## src/sv/assert_macros.svh

```systemverilog
// assertion macros used by the top level rtl file of the priority queue
`ifndef ASSERT_MACROS_SVH
`define ASSERT_MACROS_SVH

// check on every clock edge outside reset
`define SPQ_ASSERT(label, prop, msg) \
   label: assert property (@(posedge clock) disable iff (reset) (prop)) else $error(msg);

// check on every clock edge, reset included
`define SPQ_ASSERT_ALWAYS(label, prop, msg) \
   label: assert property (@(posedge clock) (prop)) else $error(msg);

`endif

```

## src/sv/spq_pkg.sv

```systemverilog
// shared types and constants of the sorted insert priority queue
`default_nettype none

package spq_pkg;

   // default number of entries
   localparam int DEPTH_DEFAULT = 16;

   // payload widths
   localparam int VALUE_W = 32;
   localparam int PRIO_W = 31;
   localparam int STATUS_W = 2;

   // command codes
   localparam logic CMD_PUSH = 1'b0;
   localparam logic CMD_POP = 1'b1;

   // status codes
   localparam logic [STATUS_W-1:0] STATUS_OK = 2'd0;
   localparam logic [STATUS_W-1:0] STATUS_EMPTY = 2'd1;
   localparam logic [STATUS_W-1:0] STATUS_FULL = 2'd2;
   localparam logic [STATUS_W-1:0] STATUS_ZERO_PRIO = 2'd3;

   // broadcast from the control to every cell of the chain
   typedef struct packed {
      logic push;
      logic signed [VALUE_W-1:0] value;
      logic [PRIO_W-1:0] prio;
   } cell_ctrl_type;

endpackage

`default_nettype wire

```

## src/sv/spq_if.sv

```systemverilog
// request and response channel interfaces of the priority queue
`default_nettype none

interface spq_req_if;
   logic valid;
   logic ready;
   logic cmd;
   logic signed [spq_pkg::VALUE_W-1:0] value;
   logic [spq_pkg::PRIO_W-1:0] priority_req;

   modport source (output valid, cmd, value, priority_req, input ready);
   modport sink (input valid, cmd, value, priority_req, output ready);
endinterface

interface spq_rsp_if #(
   parameter int CW = $clog2(spq_pkg::DEPTH_DEFAULT + 1)
);
   logic valid;
   logic ready;
   logic signed [spq_pkg::VALUE_W-1:0] popped_value;
   logic signed [spq_pkg::VALUE_W-1:0] tail_value;
   logic [spq_pkg::STATUS_W-1:0] status;
   logic [CW-1:0] entry_count;

   modport source (output valid, popped_value, tail_value, status, entry_count, input ready);
   modport sink (input valid, popped_value, tail_value, status, entry_count, output ready);
endinterface

`default_nettype wire

```

## src/sv/spq_cell.sv

```systemverilog
// one slot of the sorted chain: holds an entry and shifts toward the tail on insert
`default_nettype none

module spq_cell #(
   parameter int IDX = 0,
   parameter int CW = 5
) (
   input  wire                                  clock,
   input  spq_pkg::cell_ctrl_type               ctrl,
   input  wire  [CW-1:0]                        count,
   input  wire                                  prev_take,
   input  wire  signed [spq_pkg::VALUE_W-1:0]   prev_value,
   input  wire  [spq_pkg::PRIO_W-1:0]           prev_prio,
   output logic                                 take,
   output logic signed [spq_pkg::VALUE_W-1:0]   value,
   output logic [spq_pkg::PRIO_W-1:0]           prio
);

   logic signed [spq_pkg::VALUE_W-1:0] value_ff;
   logic signed [spq_pkg::VALUE_W-1:0] value_in;
   logic [spq_pkg::PRIO_W-1:0] prio_ff;
   logic [spq_pkg::PRIO_W-1:0] prio_in;
   logic occupied;
   logic at_end;

   // this slot changes on an insert if the new entry lands here or ahead of it
   always_comb begin
      occupied = CW'(IDX) < count;
      at_end = CW'(IDX) == count;
      take = (occupied && (ctrl.prio >= prio_ff)) || at_end;
   end

   // shift from the neighbor when the insert point is ahead, else load the new entry
   always_comb begin
      value_in = value_ff;
      prio_in = prio_ff;
      if (ctrl.push && take) begin
         if (prev_take) begin
            value_in = prev_value;
            prio_in = prev_prio;
         end else begin
            value_in = ctrl.value;
            prio_in = ctrl.prio;
         end
      end
   end

   always_ff @(posedge clock) begin
      value_ff <= value_in;
      prio_ff <= prio_in;
   end

   assign value = value_ff;
   assign prio = prio_ff;

endmodule

`default_nettype wire

```

## src/sv/sorted_insert_priority_queue.sv

```systemverilog
// top level of the sorted insert priority queue: control, cell chain and response register
//
//   channel | direction | payload
//   req     | in        | cmd, value, priority_req
//   rsp     | out       | popped_value, tail_value, status, entry_count
//
// the response is offered after the chain and count update and then the tail read
// into the response register; a new request is taken as the response leaves
// reset clears the fill count and the control; entry contents stay as they are
// a stalled response holds the request side off until it is taken
`default_nettype none
`include "assert_macros.svh"

module sorted_insert_priority_queue #(
   parameter int DEPTH = spq_pkg::DEPTH_DEFAULT,
   parameter int CW = $clog2(DEPTH + 1)
) (
   input wire clock,
   input wire reset,
   spq_req_if.sink req,
   spq_rsp_if.source rsp
);

   typedef enum logic [2:0] {
      ST_IDLE = 3'b001,
      ST_LOAD = 3'b010,
      ST_SEND = 3'b100
   } state_type;

   state_type state_ff;
   state_type state_in;
   logic [CW-1:0] count_ff;
   logic [CW-1:0] count_in;
   logic [spq_pkg::STATUS_W-1:0] status_ff;
   logic [spq_pkg::STATUS_W-1:0] status_in;
   logic pop_ff;
   logic pop_in;

   logic signed [spq_pkg::VALUE_W-1:0] popped_ff;
   logic signed [spq_pkg::VALUE_W-1:0] popped_in;
   logic signed [spq_pkg::VALUE_W-1:0] tail_ff;
   logic signed [spq_pkg::VALUE_W-1:0] tail_in;
   logic [spq_pkg::STATUS_W-1:0] rsp_status_ff;
   logic [CW-1:0] rsp_count_ff;

   logic accept;
   logic is_full;
   logic is_empty;
   logic push_ok;
   logic pop_ok;
   spq_pkg::cell_ctrl_type ctrl;

   logic take [DEPTH];
   logic signed [spq_pkg::VALUE_W-1:0] cell_value [DEPTH];
   logic [spq_pkg::PRIO_W-1:0] cell_prio [DEPTH];

   // request decode
   always_comb begin
      accept = req.valid && req.ready;
      is_full = count_ff == CW'(DEPTH);
      is_empty = count_ff == '0;
      push_ok = accept && (req.cmd == spq_pkg::CMD_PUSH) && !is_full
         && (req.priority_req != '0);
      pop_ok = accept && (req.cmd == spq_pkg::CMD_POP) && !is_empty;
      ctrl.push = push_ok;
      ctrl.value = req.value;
      ctrl.prio = req.priority_req;
   end

   // status and fill count of the transaction
   always_comb begin
      status_in = status_ff;
      pop_in = pop_ff;
      count_in = count_ff;
      if (accept) begin
         pop_in = pop_ok;
         if (req.cmd == spq_pkg::CMD_POP) begin
            status_in = is_empty ? spq_pkg::STATUS_EMPTY : spq_pkg::STATUS_OK;
         end else if (is_full) begin
            status_in = spq_pkg::STATUS_FULL;
         end else if (req.priority_req == '0) begin
            status_in = spq_pkg::STATUS_ZERO_PRIO;
         end else begin
            status_in = spq_pkg::STATUS_OK;
         end
      end
      if (push_ok) begin
         count_in = count_ff + CW'(1);
      end else if (pop_ok) begin
         count_in = count_ff - CW'(1);
      end
   end

   // chain of cells, slot zero at the head
   for (genvar i = 0; i < DEPTH; i++) begin : g_cell
      if (i == 0) begin : g_head
         spq_cell #(
            .IDX (i),
            .CW  (CW)
         ) u_cell (
            .clock      (clock),
            .ctrl       (ctrl),
            .count      (count_ff),
            .prev_take  (1'b0),
            .prev_value ('0),
            .prev_prio  ('0),
            .take       (take[i]),
            .value      (cell_value[i]),
            .prio       (cell_prio[i])
         );
      end else begin : g_body
         spq_cell #(
            .IDX (i),
            .CW  (CW)
         ) u_cell (
            .clock      (clock),
            .ctrl       (ctrl),
            .count      (count_ff),
            .prev_take  (take[i-1]),
            .prev_value (cell_value[i-1]),
            .prev_prio  (cell_prio[i-1]),
            .take       (take[i]),
            .value      (cell_value[i]),
            .prio       (cell_prio[i])
         );
      end
   end

   // tail and popped entry selected by the updated count
   always_comb begin
      tail_in = '0;
      popped_in = '0;
      for (int i = 0; i < DEPTH; i++) begin
         if (count_ff == CW'(i + 1)) begin
            tail_in = cell_value[i];
         end
         if (pop_ff && (count_ff == CW'(i))) begin
            popped_in = cell_value[i];
         end
      end
   end

   // sequencer
   always_comb begin
      state_in = state_ff;
      unique case (state_ff)
         ST_IDLE: begin
            if (accept) begin
               state_in = ST_LOAD;
            end
         end
         ST_LOAD: begin
            state_in = ST_SEND;
         end
         ST_SEND: begin
            if (accept) begin
               state_in = ST_LOAD;
            end else if (rsp.ready) begin
               state_in = ST_IDLE;
            end
         end
         default: begin
            state_in = ST_IDLE;
         end
      endcase
   end

   always_ff @(posedge clock) begin
      if (reset) begin
         state_ff <= ST_IDLE;
         count_ff <= '0;
         status_ff <= spq_pkg::STATUS_OK;
         pop_ff <= 1'b0;
      end else begin
         state_ff <= state_in;
         count_ff <= count_in;
         status_ff <= status_in;
         pop_ff <= pop_in;
      end
   end

   // response register
   always_ff @(posedge clock) begin
      if (state_ff == ST_LOAD) begin
         popped_ff <= popped_in;
         tail_ff <= tail_in;
         rsp_status_ff <= status_ff;
         rsp_count_ff <= count_ff;
      end
   end

   assign req.ready = (state_ff == ST_IDLE) || ((state_ff == ST_SEND) && rsp.ready);
   assign rsp.valid = state_ff == ST_SEND;
   assign rsp.popped_value = popped_ff;
   assign rsp.tail_value = tail_ff;
   assign rsp.status = rsp_status_ff;
   assign rsp.entry_count = rsp_count_ff;

   // checks
   `SPQ_ASSERT(a_count_bound, count_ff <= CW'(DEPTH), "fill count above depth")
   `SPQ_ASSERT(a_push_count, push_ok |=> count_ff == $past(count_ff) + CW'(1), "push did not grow count")
   `SPQ_ASSERT(a_pop_count, pop_ok |=> count_ff == $past(count_ff) - CW'(1), "pop did not shrink count")
   `SPQ_ASSERT(a_ok_status, (rsp.valid && (rsp.status == spq_pkg::STATUS_OK) && (rsp.entry_count == '0)) |-> (rsp.tail_value == '0), "empty queue reports a tail")

   for (genvar i = 0; i + 1 < DEPTH; i++) begin : g_order_chk
      `SPQ_ASSERT(a_sorted, (count_ff > CW'(i + 1)) |-> (cell_prio[i] >= cell_prio[i+1]), "chain out of priority order")
   end

endmodule

`default_nettype wire
```

## src/flat_wrapper.sv

```systemverilog
// flat-port wrapper written by rule: the top's interface ports become plain ports
module sorted_insert_priority_queue_flat 
#(
   parameter int DEPTH = spq_pkg::DEPTH_DEFAULT,
   parameter int CW = $clog2(DEPTH + 1)
)
  (clock, reset, req_valid, req_cmd, req_value, req_priority_req, req_ready, rsp_valid, rsp_popped_value, rsp_tail_value, rsp_status, rsp_entry_count, rsp_ready);
  spq_req_if req_i ();
  spq_rsp_if #(.CW(CW)) rsp_i ();
  input wire clock;
  input wire reset;
  input wire logic [$bits(req_i.valid)-1:0] req_valid;
  input wire logic [$bits(req_i.cmd)-1:0] req_cmd;
  input wire logic [$bits(req_i.value)-1:0] req_value;
  input wire logic [$bits(req_i.priority_req)-1:0] req_priority_req;
  output wire logic [$bits(req_i.ready)-1:0] req_ready;
  output wire logic [$bits(rsp_i.valid)-1:0] rsp_valid;
  output wire logic [$bits(rsp_i.popped_value)-1:0] rsp_popped_value;
  output wire logic [$bits(rsp_i.tail_value)-1:0] rsp_tail_value;
  output wire logic [$bits(rsp_i.status)-1:0] rsp_status;
  output wire logic [$bits(rsp_i.entry_count)-1:0] rsp_entry_count;
  input wire logic [$bits(rsp_i.ready)-1:0] rsp_ready;
  assign req_i.valid = req_valid;
  assign req_i.cmd = req_cmd;
  assign req_i.value = req_value;
  assign req_i.priority_req = req_priority_req;
  assign req_ready = req_i.ready;
  assign rsp_valid = rsp_i.valid;
  assign rsp_popped_value = rsp_i.popped_value;
  assign rsp_tail_value = rsp_i.tail_value;
  assign rsp_status = rsp_i.status;
  assign rsp_entry_count = rsp_i.entry_count;
  assign rsp_i.ready = rsp_ready;
  sorted_insert_priority_queue #(.DEPTH(DEPTH), .CW(CW)) u_core (.clock(clock), .reset(reset), .req(req_i), .rsp(rsp_i));
endmodule
```

## config.mk

```make
export PLATFORM = sky130hd
export DESIGN_NAME = sorted_insert_priority_queue_flat
export DESIGN_NICKNAME = d
export VERILOG_FILES = /design/src/sv/spq_pkg.sv /design/src/sv/spq_if.sv /design/src/sv/spq_cell.sv /design/src/sv/sorted_insert_priority_queue.sv /design/src/flat_wrapper.sv
export VERILOG_INCLUDE_DIRS = /design/src /design/src/sv
export SDC_FILE = /design/constraint.sdc
export NUM_CORES = 2
export LEC_CHECK = 0
export ABC_AREA = 1
export ABC_CLOCK_PERIOD_IN_PS = 14850
export BUFFER_PORTS_ARGS = -buffer_cell sky130_fd_sc_hd__clkbuf_2
export CAP_MARGIN = 20
export CORE_MARGIN = 10
export CORE_UTILIZATION = 35
export DETAILED_ROUTE_END_ITERATION = 7
export PLACE_DENSITY = 0.49
export RECOVER_POWER = 50
export SETUP_SLACK_MARGIN = 0.3
export SLEW_MARGIN = 5
export SYNTH_ARGS = -nofsm -noshare
export SYNTH_HDL_FRONTEND = slang
export SYNTH_SLANG_ARGS = --single-unit
```

## constraint.sdc

```tcl
create_clock -name clock -period 14.85 [get_ports clock]
set_clock_uncertainty 0.2 [all_clocks]
set_input_delay 2.97 -clock clock [delete_from_list [all_inputs] [get_ports clock]]
set_output_delay 2.97 -clock clock [all_outputs]
set_load 0.1 [all_outputs]
```

==> summary.md <==
| Metric | Value |
|---|---|
| Hpwl dp | 160000 um |
| H-tree levels | 4 |
| Core Rows | 164 |
| Largest net degree at the start of global routing | 113 |
| RSZ-0062 raised after global routing | no |
| Reg clk slew, reported paths | 0.06 ns |
| Routed wire length | 215000 um |
| Highest Signal Layer | met5 |
| Setup-violating endpoint count in the final report | 0 |
| Leakage | 35.2 nW |
| Min Tclk post-route | 10.16 ns |
| Top cells by area, synth | edfxtp_1 46%, nand2_1 18%, ha_1 8.9% |
| Layout cells sized above 1 | 5.12% |
| Worst-Margin Slew | 3.86 ns |
| Most frequent cell after synthesis | nand2_1 |
| Hold Crit Depth | 0 |
| Ys async rst share | 0% |
| Synth top area share | 45.9% |
| DRC | 0 |
| Slowest CP cell | clkbuf_1 |
| Cell family with most CP delay | buffers and inverters |
| Vias in the first global route | 55700 |
| Die ar. | 220000 um2 |
| Largest fanout on the critical path | 63 |
| Chip height | 469 um |
| Placed standard-cell area | 73900 um2 |
| Most frequent CP cell | clkbuf_1 |
| Worst path max stage delay | 2.73 ns |
| I/O Pins | 141 |
| Met2 WL post-DR | 89700 um |
| Post-CTS sizing | 0 |
| CP Cell Sequence | clkbuf_1 > clkbuf_1 > nor4_1 > nand4_1 > nor2_1 > or2_0 > nor2_1 > clkinv_1 > clkbuf_1 > a21oi_4 > clkbuf_1 |
| Iteration count of the initial detailed-routing pass | 6 |
| Cell variety after synth | 49 |
| Routability congestion estimate | 0.872 |
| Dpl ws | 6.86 ns |
| Post-synthesis sequential area ratio | 46.2% |
| Total CTS buffers | 141 |
| Via/cell ratio | 4.97 |
| Initial Utilization | 35.3% |
| Core footprint | 200000 um2 |
| Post-Synthesis Cells | 9053 |
| Wire per inst | 18.4 um |
| Total track usage | 19.2% |
| Post-CTS Setup Inserts | 0 |
| Worst Setup End Kind | flip-flop |
| CTS tree | done |
| Fmax | 0.0984 GHz |
| Buffers added on ports | 140 |
| Initial antenna violation count | 18 |
| Startpoint class of the critical path | primary input |
| P per Cell Area | 107 nW/um2 |
| Crit path depth | 11 |
| Final Instance Area | 77900 um2 |
| Commonest cells post-synth | 3313 x nand2_1, 1121 x nand3_1, 1116 x inv_1, 1079 x edfxtp_1, 501 x ha_1 |
| Final worst setup slack | 4.69 ns |
| Period utilization | 68.4% |
| R2R setup slack | 6.92 ns |
| CP bufs+invs | 5 |
| Clock root buffer | clkbuf_16 |
| First-pass GRT wire length | 334000 um |
| Synth warn | 0 |
| R2R cell count | 21 |
| Slew HR | -157% |
| Failing checks | max-capacitance violations, max-slew violations |
| Total nets after synthesis | 9622 |
| Grt total ovfl | 0 |
| Dominant cell type by area after synthesis | edfxtp_1 |
| Setup TNS | 0 ns |
| Crit path required time | 14.95 ns |
| Critical Path AT | 10.26 ns |
| P&R area growth vs syn | 10.3% |
| Post-Syn Area per Cell | 7.80 um2 |
| Die width | 469 um |
| Metal3 WL | 14100 um |
| Mapped cell area | 70600 um2 |
| Met1 WL | 107000 um |
| Clk_lat worst skew | 0.80 ns |
| Worst VDD drop | 122 uV |
| Vias | 58200 |
| Bufs on Longest Clock Path | 3 |
| Detail Route Antenna Nets | 0 |
| Synth Register Bits | 1090 |
| Drt initial violations | 5096 |
| Critical path class | primary input to flip-flop |
| Nets | 9505 |
| Status | finished, violations left |
| CTS Hold Bufs | 0 |
| Sink Count | 1090 |
| Fin. Hold Viols | 0 |
| Main synth FF type | edfxtp_1 |
| Post-synth EDFFs | 1079 |
| Max-capacitance violation count | 39 |
| Final Max Slew Viols | 1715 |
| Hold Crit Class | flip-flop to flip-flop |
-- placed cells by master, fill, tap and decap left out, types with 32 or more instances in the layout --
master	instances
buf_4	80
nand3_1	1117
or2_2	84
o21ai_0	403
nand2_1	3293
clkbuf_16	148
a21oi_1	392
clkbuf_1	192
nor4_1	32
clkinv_1	42
inv_1	1111
nor3_1	32
nor2_1	133
ha_1	501
edfxtp_1	1079
nand4_1	77
-- flip-flops by register name (all words and copies together), names as in the netlist --
name / count
u_core.count_ff: 5
u_core.g_cell.g_body.u_cell.prio: 465
u_core.g_cell.g_body.u_cell.value: 480
u_core.g_cell.g_head.u_cell.prio: 31
u_core.g_cell.g_head.u_cell.value: 32
u_core.pop_ff: 1
u_core.rsp.entry_count: 5
u_core.rsp.popped_value: 32
u_core.rsp.status: 2
u_core.rsp.tail_value: 32
u_core.state_ff: 3
u_core.status_ff: 2
-- per-stage QoR --
stage / std cells / power, mW / utilization [%] / hold slack [ns]
after floorplan: 9053 / 4.62 / - / 0.209
after global placement: 11400 / 5.11 / 36.8 / 0.258
after detailed placement: 11400 / 5.14 / 36.9 / 0.244
after CTS: 11700 / 8.43 / 39.0 / 0.260
after global routing: 11700 / 8.78 / 38.9 / 0.281
final: 11700 / 8.35 / 38.9 / 0.266
-- final cells by class --
| class | instances | area [um2] |
|---|---|---|
| clock inverters | 80 | 523 |
| clock buffers | 174 | 3800 |
| inverters | 1133 | 4260 |
| diodes | 10 | 25.0 |
| flip-flops and latches | 1090 | 32600 |
| multi-input cells | 6299 | 31900 |
| repair buffers | 271 | 1450 |
| well taps | 2656 | 3320 |
| fillers | 20500 | 122000 |
-- logic make-up after synthesis --
group / count (synthesis) / synth area share (%)
compound gates: 947 / 7.18
fa+ha+maj: 501 / 8.88
buf+inv: 1664 / 9.00
flops: 1090 / 46.2
simple gates: 4851 / 28.7
-- power by group --
part | leakage (nW) | total, mW | internal, mW | switching (mW)
registers | 9.87 | 3.58 | 3.55 | 0.0371
clock network | 2.11 | 3.26 | 1.89 | 1.37
logic | 23.2 | 1.51 | 0.425 | 1.08
-- path summary, 6_finish.rpt --
kind,start,endpoint
worst max-delay path,req_priority_req[18],u_core.g_cell[14].g_body.u_cell.prio[5]
worst min-delay path,u_core.status_ff[0],u_core.rsp.status[0]
worst max register to register,u_core.count_ff[4],u_core.rsp.popped_value[28]
worst min register to register,u_core.status_ff[0],u_core.rsp.status[0]
-- per-layer routing --
layer | GRT usage (%) | vias up
li1 | - | 29600
met1 | 28.7 | 26800
met2 | 28.4 | 1601
met3 | 3.28 | 284
met4 | 5.00 | 20
met5 | 0 | -
Note: power is estimated with default switching activity, not from simulation.
